<file path="src/rtl/core/byte_ring_buffer_with_overwrite_unit_macros.svh">
// Assertion macros for the byte ring buffer unit.
// Included by the RTL files that carry concurrent checks; no other dependencies.
`ifndef BYTE_RING_BUFFER_WITH_OVERWRITE_UNIT_MACROS_SVH
`define BYTE_RING_BUFFER_WITH_OVERWRITE_UNIT_MACROS_SVH
`ifndef ASSERT_OFF
`define BRB_ASSERT(lbl, clk, rst, prop) \
   lbl: assert property (@(posedge clk) disable iff (rst) prop) \
      else $error("brb assertion failed");
`define BRB_ASSERT_ALWAYS(lbl, clk, prop) \
   lbl: assert property (@(posedge clk) prop) \
      else $error("brb assertion failed");
`else
`define BRB_ASSERT(lbl, clk, rst, prop)
`define BRB_ASSERT_ALWAYS(lbl, clk, prop)
`endif
`endif

</file>
<file path="src/rtl/core/brb_lane.sv">
// One byte lane of the ring store: a bank of DEPTH/LANES bytes.
// One write and one registered read per cycle; no package dependencies.
module brb_lane #(
   parameter int ROW_W = 9
) (
   input  logic             clock,
   input  logic             wr_en,
   input  logic [ROW_W-1:0] wr_row,
   input  logic [7:0]       wr_data,
   input  logic             rd_en,
   input  logic [ROW_W-1:0] rd_row,
   output logic [7:0]       rd_data
);
   logic [7:0] mem [2**ROW_W];
   logic [7:0] rd_data_ff;

   always_ff @(posedge clock) begin
      if (wr_en) begin
         mem[wr_row] <= wr_data;
      end
      if (rd_en) begin
         rd_data_ff <= mem[rd_row];
      end
   end

   assign rd_data = rd_data_ff;
endmodule

</file>
<file path="config.mk">
export PLATFORM = sky130hd
export DESIGN_NAME = brb_lane
export DESIGN_NICKNAME = d
export VERILOG_FILES = /design/src/rtl/core/byte_ring_buffer_with_overwrite_unit_macros.svh /design/src/rtl/core/brb_lane.sv
export SDC_FILE = /design/constraint.sdc
export NUM_CORES = 2
export LEC_CHECK = 0
export BUFFER_PORTS_ARGS = -buffer_cell sky130_fd_sc_hd__buf_2
export CAP_MARGIN = 20
export CORE_MARGIN = 4
export CORE_UTILIZATION = 50
export CTS_BUF_LIST = sky130_fd_sc_hd__clkbuf_4 sky130_fd_sc_hd__clkbuf_8
export CTS_CLUSTER_SIZE = 14
export DETAILED_ROUTE_END_ITERATION = 10
export GPL_TIMING_DRIVEN = 0
export PLACE_DENSITY = 0.65
export SYNTH_ARGS = -nofsm -noshare
export SYNTH_HDL_FRONTEND = slang
export SYNTH_SLANG_ARGS = --single-unit
</file>
<file path="constraint.sdc">
create_clock -name clock -period 5.02 [get_ports clock]
set_input_delay 0.502 -clock clock [delete_from_list [all_inputs] [get_ports clock]]
set_output_delay 0.502 -clock clock [all_outputs]
set_load 0.03 [all_outputs]
</file>
Word level (Yosys, flattened, before mapping)
Memories as Yosys holds them, arrays and structs flattened. A register that Yosys moved wholly into a read port is not among the register bits.
Index checks and enable logic that the tools add are counted.
Storage, ports and cells
  register bits: 0
  latch bits: 0
  bits in writable memories: 4096
  bits in read-only memories: 0
  input bits: 29
  word-level logic and storage cells: 3
  memories kept: 1
Cells by class
  $add $sub $neg: 0
  $mul: 0
  divide/modulo/power cells: 0
  order comparisons: 0
  eq/ne operators: 0
  shift-type cells: 0
  multiplexer cells: 2
  bitwise operators: 0
  reductions and logical operators: 0
Memory list
  mem: depth 512, width 8, read ports 1, clocked after Yosys merged registers in 1, wr ports 1, RTL line brb_lane.sv:14  | logic [7:0] mem [2**ROW_W];
Operator list (count)
  $mux 1: 2

Logic depth before layout (Yosys ltp)
  depth in word-level cells: 2
  gate-level depth with buffers: 12
  depth with buffers taken out: 7

Least setup slack after synthesis
OpenSTA, ideal clock, no wires.
  path type: input-to-reg
  from: input rd_row[0]
  to: register rd_data_ff[0], in the netlist rd_data[0] (read register of mem), data pin
  library setup time: 0.257 ns
  arrival: 2.356 ns
  path slack: 2.407 ns
  stages on the path: 10
  buffers on the path: 4
  cells stage by stage: buf_4 > buf_12 > buf_12 > buf_2 > mux4_2 > o21ai_0 > nand3_1 > nand4_1 > o21ai_0 > o2111a_1
RTL lines
  from (decl): RTL line brb_lane.sv:11  | input logic [ROW_W-1:0] rd_row,
  to (decl): RTL line brb_lane.sv:15  | logic [7:0] rd_data_ff;

==> reports/metrics.cfg <==
[logic_synthesis]
async_flop_share_pct = 0
synth_cells = 8030
syn_avg_cell_area_sq_um = 19.93
ys_seq_area_share_pct = 77.02
synth_enable_flop_cells = 4104
ys_ff_latch = 4104
syn_area_sq_um = 160000
synth_fp_nets = 8059
synthFlopType = edfxtp_1
ys_warn_count = 0
synth_cell_types = 50

[clock_tree]
htreeDepth = 6
clk_pin_slew_ps = 60
cts_resized = 0
cts_tree = built
holdBufCountCts = 9
cts-root-buf = clkbuf_8
numCtsBuffers = 649
cts_setup_buffers = 0
worstSkewPairLatency_ps = 1280
cts.sinks = 4104
clockBufferDepth = 4

[status]
outcome = finished clean

[global_route]
antenna_found_initial = 74
grt_overflow = 0
grt_pass1_wl_mm = 778.0
grt_start_max_net_pins = 155
grtUsageTotal_pct = 35.42
grt_pass1_vias = 88170

[placement]
gp_congestion = 1.085
place_hpwl_mm = 417.2
placed_cells = 12390
io_buffers = 32

[sta]
finalCritPeriodShare_pct = 90.62
max_slew_margin_pct = 9.793
setup_viol = 0
fin_tns_setup_ps = 0
holdWs_ps = 82.85
hold_violations = 0
report.final.slew_viol_count = 0
min_period_ps = 4549
finClkSkew_ps = 91.62
worst_pin_slew_ps = 1353
rsz0062_at_grt = no
max_freq_mhz = 219.8

[die]
core_sq_um = 318300
num_io_pins = 37
die_h_um = 573.7
num_rows = 207
dieArea_sq_um = 329100
initial_core_util_pct = 50.27
die_x_um = 573.7

[hold_path]
holdPathStages = 4
min_to = mem[66][2]
hold_class = in -> reg
holdCritStartpoint = wr_row[4]

[detailed_routing]
wirelength_mm = 594.5
drc = 0
wire_per_inst_um = 43.75
dr.first_iter.drc_count = 16520
vias_per_cell = 6.872
drt_first_pass_iters = 8
antenna_left = 0
vias = 93380

[setup_path]
crit_path_frequent_cell = buf_2
critical_path_buf_inv_count = 5
crit_path_end_kind = register
crit_family = buffers and inverters
worst-setup-path-type = in -> reg
timing.rr.start = mem[58][7]
worstPathRequired_ps = 6100
arrival_ps = 5630
timing.rr.end = rd_data[7]
r2r_cells = 7
max_stage_delay_ps = 1050
worstPathCellList = buf_2 > buf_2 > buf_2 > clkbuf_1 > clkbuf_1 > a21oi_1 > o21ai_0 > nand4_1 > nand2_1 > o2111a_1
worstSetupStartpointType = input port
crit_path_max_fanout = 10
critPathLaunch = rd_row[2]
r2r_setup_slack_ps = 1040
worst_path_max_delay_cell = clkbuf_1

[power]
sw_frac_of_total_pct = 24.25
p_sw_mw = 17.15
p_seq_share_pct = 53.4
p_total_mw = 70.73
power_frac_comb_pct = 6.7
power.internal_mw = 53.58
pwr-share-clk_pct = 39.9
powerDensity_nw_per_um2 = 390.1
max-vdd-ir-drop_mv = 0.2952
leakage_nw = 58.11

[layout]
drive_gt1_share_pct = 23.28
instances_no_fill = 13590
fin_nets = 8908
syn_to_final_growth_pct = 13.32
fillers = 23540

[job]
maxCapViolCount = 0

routing by layer:
layer,wire (um),up-vias,global-route usage [%]
met1,201300,48230,45.41
met5,263,-,0.2726
met3,96590,1655,15.34
met4,46650,28,22.99
li1,-,35330,-
met2,249700,8141,49.31
worst max-delay path by stage:
stage	end	cells past startpoint
2_1_floorplan	rd_data[0]	10
3_3_place_gp	mem[482][2]	1
3_5_place_dp	rd_data[6]	10
4_1_cts	rd_data[6]	10
5_1_grt	rd_data[6]	10
6_report	rd_data[6]	10
metrics by stage:
| stage | worst slack [ps] | cell area [sq um] | util (%) |
|---|---|---|---|
| after CTS | 797.9 | 181100 | 56.88 |
| after detailed placement | -488.1 | 168400 | 52.92 |
| after global placement | -4214 | 165400 | 51.96 |
| after global routing | 910.0 | 181200 | 56.94 |
| after floorplan | 2407 | 160000 | - |
| final | 470.8 | 181300 | 56.97 |
logic make-up (layout without fill, tap and decap cells):
| group | after synthesis | in the layout | synth area share (%) |
|---|---|---|---|
| multiplexers | 1451 | 1451 | 14.19 |
| other | 0 | 50 | 0 |
| AND/OR/NAND/NOR | 980 | 980 | 2.630 |
| flip-flops | 4104 | 4104 | 77.02 |
| buffers and inverters | 516 | 1844 | 1.848 |
| AO/OA/AOI/OAI | 979 | 979 | 4.311 |
synth_stat cells, types with 5 or more instances:
| cell type | n | area, sq um |
|---|---|---|
| o2111a_1 | 8 | 90.09 |
| nand3_1 | 36 | 180.2 |
| a22o_1 | 5 | 43.79 |
| nor3b_1 | 8 | 60.06 |
| nand2_1 | 111 | 416.7 |
| a21oi_1 | 194 | 970.9 |
| o31ai_1 | 13 | 97.59 |
| and2_1 | 20 | 125.1 |
| o221ai_1 | 371 | 3249 |
| nor2_1 | 597 | 2241 |
| a211oi_1 | 17 | 127.6 |
| or3_1 | 6 | 37.54 |
| buf_8 | 11 | 165.2 |
| a22oi_1 | 61 | 457.9 |
| nor4_1 | 36 | 225.2 |
| o311ai_0 | 5 | 43.79 |
| clkbuf_1 | 265 | 994.7 |
| buf_6 | 64 | 720.7 |
| nand4_1 | 32 | 200.2 |
| o41ai_1 | 7 | 61.31 |
| edfxtp_1 | 4104 | 123200 |
| buf_4 | 70 | 525.5 |
| buf_12 | 5 | 100.1 |
| o22ai_1 | 163 | 1020 |
| buf_2 | 57 | 285.3 |
| o21ai_0 | 118 | 590.6 |
| mux2i_1 | 797 | 7978 |
| mux4_2 | 654 | 14730 |
| nor2b_1 | 6 | 37.54 |
| buf_1 | 41 | 153.9 |
| nor3_1 | 109 | 545.5 |
sequential cells by signal, indices dropped and copies added (netlist names):
signal,cells
rd_data,8
mem,4096
layout by cell type (no fill, tap or decap), drive strengths merged, types with 13 or more instances in the layout:
| cell | netlist | layout |
|---|---|---|
| a211oi | 17 | 17 |
| a21oi | 194 | 194 |
| a22oi | 61 | 61 |
| and2 | 20 | 20 |
| buf | 248 | 434 |
| clkbuf | 265 | 1160 |
| clkinv | 0 | 176 |
| diode | 0 | 50 |
| edfxtp | 4104 | 4104 |
| inv | 3 | 46 |
| mux2i | 797 | 797 |
| mux4 | 654 | 654 |
| nand2 | 111 | 111 |
| nand3 | 36 | 36 |
| nand4 | 32 | 32 |
| nor2 | 597 | 597 |
| nor3 | 109 | 109 |
| nor4 | 36 | 36 |
| o21ai | 119 | 119 |
| o221ai | 372 | 372 |
| o22ai | 163 | 163 |
| o31ai | 13 | 13 |
tightest hold or removal path: cells and delay by family:
kind,cells,cell delay [ps]
buffers and inverters,1,120
AND/OR/NAND/NOR,3,490
layout make-up:
type | count | area, sq um | area share, %
Antenna cell | 50 | 125.1 | 0.06900
Buffer | 513 | 3077 | 1.697
Clock buffer | 892 | 10760 | 5.936
Clock inverter | 238 | 1765 | 0.9736
Inverter | 3 | 11.26 | 0.006210
Multi-Input combinational cell | 3410 | 33840 | 18.66
Sequential cell | 4104 | 123200 | 67.96
Tap cell | 4180 | 5230 | 2.884
Timing Repair Buffer | 198 | 3278 | 1.808
power groups by stage:
| stage | sequential [mW] | clock, mW | combinational, mW |
|---|---|---|---|
| detailed placement | 38.5 | 0 | 4.51 |
| CTS | 37.8 | 28.1 | 4.52 |
| floorplan | 38.5 | 0 | 1.80 |
| global placement | 38.8 | 0 | 4.23 |
| global route | 37.8 | 29.7 | 4.69 |
| finish | 37.8 | 28.2 | 4.76 |
Power figures use the tool's default switching activity.
