<file path="src/rtl/core/byte_ring_buffer_with_overwrite_unit_macros.svh">
// Assertion macros for the byte ring buffer unit.
// Included by the RTL files that carry concurrent checks; no other dependencies.
`ifndef BYTE_RING_BUFFER_WITH_OVERWRITE_UNIT_MACROS_SVH
`define BYTE_RING_BUFFER_WITH_OVERWRITE_UNIT_MACROS_SVH
`ifndef ASSERT_OFF
`define BRB_ASSERT(lbl, clk, rst, prop) \
   lbl: assert property (@(posedge clk) disable iff (rst) prop) \
      else $error("brb assertion failed");
`define BRB_ASSERT_ALWAYS(lbl, clk, prop) \
   lbl: assert property (@(posedge clk) prop) \
      else $error("brb assertion failed");
`else
`define BRB_ASSERT(lbl, clk, rst, prop)
`define BRB_ASSERT_ALWAYS(lbl, clk, prop)
`endif
`endif

</file>
<file path="src/rtl/core/brb_pkg.sv">
// Shared types and constants for the byte ring buffer unit.
// No dependencies; used by brb_merge and the top-level unit in rtl/core.
package brb_pkg;
   localparam int DEPTH_DEF       = 4096;
   localparam int LANES_DEF       = 8;
   localparam int PEEK_WORD_BYTES = 4;
   localparam int CNT_W           = 4;
   localparam int RING_POS_W      = 12;
   localparam int LANE_SEL_W      = 3;
   localparam int REQ_DATA_W      = 216;
   localparam int RSP_DATA_W      = 208;

   typedef enum logic [1:0] {
      CMD_PUSH   = 2'd0,
      CMD_POP    = 2'd1,
      CMD_PEEK   = 2'd2,
      CMD_PEEK32 = 2'd3
   } cmd_type;

   typedef enum logic [2:0] {
      S_IDLE,
      S_CALC1,
      S_CALC2,
      S_ISSUE,
      S_READ,
      S_DONE
   } state_type;

   typedef struct packed {
      cmd_type                 cmd;
      logic [LANE_SEL_W-1:0]   shift;
      logic [CNT_W-1:0]        count;
   } merge_ctl_type;
endpackage

</file>
<file path="src/rtl/core/brb_merge.sv">
// Merge stage: rotate lane read data into stream order and shape the result.
// Depends on brb_pkg.
module brb_merge #(
   parameter int LANES = brb_pkg::LANES_DEF
) (
   input  logic [8*LANES-1:0]   lane_data,
   input  brb_pkg::merge_ctl_type ctl,
   output logic [63:0]          read_bytes
);
   localparam int LB = $clog2(LANES);

   logic [7:0]  ordered [LANES];
   logic [63:0] pop_word;
   logic [31:0] be_word;

   always_comb begin
      for (int j = 0; j < LANES; j++) begin
         ordered[j] = lane_data[8*(LB'(ctl.shift[LB-1:0] + LB'(j))) +: 8];
      end
      pop_word = '0;
      for (int j = 0; j < LANES; j++) begin
         if (brb_pkg::CNT_W'(j) < ctl.count) begin
            pop_word[8*j +: 8] = ordered[j];
         end
      end
      be_word = {ordered[0], ordered[1], ordered[2], ordered[3]};
      case (ctl.cmd)
         brb_pkg::CMD_POP: begin
            read_bytes = pop_word;
         end
         brb_pkg::CMD_PEEK32: begin
            read_bytes = (ctl.count != '0) ? {32'd0, be_word} : 64'd0;
         end
         default: begin
            read_bytes = 64'd0;
         end
      endcase
   end
endmodule

</file>
<file path="config.mk">
export PLATFORM = sky130hd
export DESIGN_NAME = brb_merge
export DESIGN_NICKNAME = d
export VERILOG_FILES = /design/src/rtl/core/byte_ring_buffer_with_overwrite_unit_macros.svh /design/src/rtl/core/brb_pkg.sv /design/src/rtl/core/brb_merge.sv
export SDC_FILE = /design/constraint.sdc
export NUM_CORES = 1
export LEC_CHECK = 0
export ABC_AREA = 1
export BUFFER_PORTS_ARGS = -buffer_cell sky130_fd_sc_hd__buf_2
export CAP_MARGIN = 20
export CELL_PAD_IN_SITES_DETAIL_PLACEMENT = 1
export CELL_PAD_IN_SITES_GLOBAL_PLACEMENT = 1
export CORE_MARGIN = 1
export CORE_UTILIZATION = 30
export DETAILED_ROUTE_END_ITERATION = 8
export GPL_TIMING_DRIVEN = 0
export MAX_ROUTING_LAYER = met4
export PLACE_DENSITY_LB_ADDON = 0.1
export SLEW_MARGIN = 20
export SYNTH_ARGS = -nofsm -noshare
export SYNTH_HDL_FRONTEND = slang
export SYNTH_SLANG_ARGS = --single-unit
</file>
<file path="constraint.sdc">
create_clock -name vclk -period 3.4
set_input_delay 0.68 -clock vclk [all_inputs]
set_output_delay 0.68 -clock vclk [all_outputs]
set_load 0.005 [all_outputs]
</file>
* Word level (Yosys, flattened, before mapping) *
Index checks and enable logic that the tools add are counted.

storage, ports and cells
  logic and storage cells = 36
  output and inout port bits = 64
  flip-flop bits (word level) = 0

operators by class
  eq/ne operators = 2
  shifts and indexed selects = 8
  magnitude comparators = 8
  reductions and logical operators = 1
  muxes and demuxes = 10
  add/sub/neg operators = 7

operators with widths
  operator                                                               count
  64-bit by 7-bit variable part select with 8-bit output                 8
  64-bit case mux with 2 select lines                                    1
  8-bit two-way mux                                                      8
  32-bit two-way mux                                                     1
  3-bit by 4-bit < comparator with 1-bit output, first input constant    4
  3-bit adder, second input constant                                     4
  1-bit by 4-bit < comparator with 1-bit output, first input constant    2
  2-bit by 4-bit < comparator with 1-bit output, first input constant    2
  3-bit by 2-bit adder with 3-bit output, second input constant          2
  4-bit nonzero test                                                     1
  3-bit by 1-bit adder with 3-bit output, second input constant          1
  2-bit by 1-bit equality test with 1-bit output, second input constant  1
  2-bit equality test, second input constant                             1

* Logic depth before layout (Yosys ltp) *
  depth after elaboration = 4
  depth in mapped cells = 12
  mapped depth without buffers = 8

* Least setup slack after synthesis *
OpenSTA, ideal clock, no wires.

  kind = input port to output port
  start point = in ctl[5] (netlist bit)
  end point = out read_bytes[10]
  stages = 11
  slack = 514 ps
  data arrival time = 2,206 ps
  buffers on the path = 4
  required time = 2,720 ps
  path through = buf_2 > inv_2 > buf_2 > ha_1 > buf_2 > clkbuf_1 > nand3_1 > nand3_1 > o21ai_0 > nand2_1 > nand2_1

between the ends
  longest elaborated chain between the ends = 4

ends and longest elaborated chain
  element                                                                                                  RTL line                          source
  start, declared                                                                                          brb_merge.sv:7                    input brb_pkg::merge_ctl_type ctl,
  3-bit by 2-bit adder with 3-bit output / 3-bit by 1-bit adder with 3-bit output (equally long branches)  brb_merge.sv:18                   ordered[j] = lane_data[8*(LB'(ctl.shift[LB-1:0] + LB'(j))) +: 8];
  64-bit by 7-bit variable part select with 8-bit output                                                   brb_merge.sv:18
  32-bit two-way mux / 8-bit two-way mux (equally long branches)                                           brb_merge.sv:32, brb_merge.sv:22
  64-bit case mux with 2 select lines *                                                                    brb_merge.sv:27                   case (ctl.cmd)
  end, declared                                                                                            brb_merge.sv:8                    output logic [63:0] read_bytes

Every way passes the cells marked *; elsewhere a longest branch is shown, timed or not.

* Worst setup path after layout *
  start point = in ctl[5] (netlist bit)
  end point = out read_bytes[8]

The elaborated chain is that of the path after synthesis.

==> flow_summary_export.csv <==
group,metric,value,unit
finish,num_antenna_cells,0,
global_route,number_of_global_route_vias_before_repair,4913,
critical_path,timing.critical_path.max_delay_family,"buffers and inverters",
run,max-cap-violations,0,
floorplanning,placementRows,36,
placement,detailed_place.area,3830,µm²
placement,port-buffer-count,137,
placement,hpwlAfterDp,16.2,mm
critical_path,critical_path_buffer_and_inverter_count,7,
drt,routed-wl-met2,8.67,mm
drt,sum_of_routed_wire_length_over_all_layers,18.8,mm
timing,max_freq,300,MHz
critical_path,cp_common_cell,"buf_2",
finish,final.clkbuf_count,0,
timing,finalHoldWorstSlack,1860,ps
critical_path,critPathLaunchType,"input pin",
finish,layout.cell_area.non_filler,3870,µm²
timing,final-hold-violation-count,0,
clock_tree,ctsHoldBuffers,0,
critical_path,critical_path.cell_chain,"buf_2, buf_4, inv_4, ha_1, buf_2, inv_1, buf_4, nand3_1, nand3_1, o21ai_0, nand2_1, nand2_1, buf_2",
drt,drc_errors,0,
yosys,syn-cell-area,2980,µm²
placement,final_weighted_congestion_in_routability_driven_placement,0.981,
finish,layout.filler_cells,1544,
drt,drt-vias-per-instance,5.60,
timing,worst_slew_margin_rel,40.1,%
power_and_ir_drop,power.density_cell_area,201,nW/µm²
timing,totalNegativeSetupSlack,0,ps
power_and_ir_drop,irDropWorstVdd,79.2,µV
floorplanning,die_y,102,µm
finish,layout.area.seq,0,µm²
finish,share_of_cells_above_drive_strength_1,25.1,%
timing,layout_worst_path_cycle_share,97.9,%
finish,synthToLayoutAreaGrowth,29.8,%
critical_path,critical_path.slowest_cell,"ha_1",
global_route,grt_start_max_net_pins,21,
timing,grt_setup_unrepaired,"yes",
yosys,avg_synthesized_cell_area,4.56,µm²
yosys,netlist.top_cell.by_area,"nand2_1",
global_route,grt_pass1_wl,27.1,mm
global_route,antenna_found_initial,0,
yosys,post_synth_inst_count,654,
floorplanning,die_x,102,µm
critical_path,critPathMaxStageDelay,250,ps
finish,multi_input_area,2730,µm²
yosys,yosysWarnings,0,
critical_path,critical_path.endpoint_type,"output pin",
timing,max_slew.worst_pin.slew,894,ps
global_route,globalRouteTotalUtil,37.0,%
timing,report.final.slew_viol_count,0,
drt,routed-via-count,5154,
yosys,yosysTopAreaCellShare,38.0,%
floorplanning,core_area,9680,µm²
floorplanning,io_pins,137,
drt,wire_per_inst,20.4,µm
worst_hold_path,timing.hold.worst.class,"in -> out",
drt,met1Wirelength,8.05,mm
timing,period_needed,3330,ps
yosys,synth_nets,729,
clock_tree,postCtsSetupBuffers,0,
outcome,status,"completed",
floorplanning,die_area,10300,µm²
finish,number_of_sequential_cells_in_the_layout,0,
timing,report.final.setup_viol,0,
drt,drt_first_pass_iters,5,
yosys,ys_seq_area_share,0,%
finish,final_nets,865,
drt,initialDrtViolationCount,286,
critical_path,critPathKind,"in -> out",
critical_path,worst-endpoint-required,2720,ps
drt,postRouteAntennaNets,0,
yosys,post_synth_num_cell_types,23,
drt,route.met3.wl,1.15,mm
global_route,grt_overflow_total,0,
power_and_ir_drop,power.leakage,0.00225,µW
critical_path,cp.arrival,2650,ps
drt,top_layer,"met4",
critical_path,crit_path_max_fanout,15,
yosys,synth_area_leaders,"nand2_1, nand3_1, a21oi_1",
floorplanning,initial_utilization,30.8,%
-- cell families after synthesis --
group           after synthesis  synth area share (%)
simple gates                532                  77.3
compound gates               60                  10.2
buf+inv                      56                  9.32
xor+xnor                      4                  2.31
fa+ha+maj                     2                 0.839
-- synthesized netlist by cell type --
library cell,count
nand2_1,302
nand3_1,189
a21oi_1,42
nor2_1,29
buf_2,25
clkbuf_1,10
nor3_2,8
o21ai_0,8
o21ai_1,8
inv_2,7
inv_1,6
buf_6,4
nand3_2,3
buf_1,2
ha_1,2
xor2_2,2
a21oi_2,1
a31oi_1,1
buf_4,1
inv_4,1
nand2_2,1
xnor2_1,1
xnor2_4,1
-- cells in the final DEF, fill, tap and decap left out, types with 3 or more instances in the layout --
cell      synthesis  routed
nand2_1         302     302
clkbuf_2          0       3
nor2_1           29      29
nor3_2            8       8
a21oi_1          42      42
inv_1             6       6
buf_6             4       5
o21ai_2           0       5
nand3_2           3       3
nand3_1         189     189
buf_4             1       4
buf_2            25     156
clkbuf_1         10       7
o21ai_1           8       9
inv_2             7       6
-- per-layer routing --
layer / vias to the layer above / GRT usage (%)
li1: 2446 / -
met1: 2445 / 46.7
met2: 223 / 60.2
met3: 40 / 2.97
met4: 0 / 16.1
met5: - / -
-- where the power goes --
part / internal (µW) / switching [µW]
logic: 251 / 526
registers: 0 / 0
clock network: 0 / 0
-- per-stage QoR --
step                util [%]  cells  power [µW]  setup slack, ps
floorplan                  -    654         433              514
global placement        39.6    924         722             -407
detailed placement      39.6    924         741             -444
CTS                     39.7    921         753             10.2
global route            40.0    921         841            -14.5
finish                  40.0    921         777             72.0
-- final timing paths --
path | start | endpoint | slack [ps] | cells past startpoint
worst max-delay path | ctl[5] | read_bytes[8] | 70 | 13
worst min-delay path | lane_data[15] | read_bytes[47] | 1860 | 6
-- area by class of cell --
type | count | area share (%)
buffer | 39 | 5.85
inverter | 14 | 1.49
multi-input combinational | 598 | 70.6
tap | 133 | 4.30
timing repair buffer | 137 | 17.7
-- worst min-delay path, delay by kind of cell --
kind / cells / cell delay, ps
AOI/OAI and AO/OA: 1 / 60
buffers and inverters: 2 / 200
and+or+nand+nor: 3 / 240
-- timing repair --
| item | in CTS | in global routing |
|---|---|---|
| endpoints found under the hold margin | 0 | 0 |
| endpoints found under the setup margin | 48 | 13 |
| gates resized for setup | 17 | 8 |
Note: power is estimated with default switching activity, not from simulation.
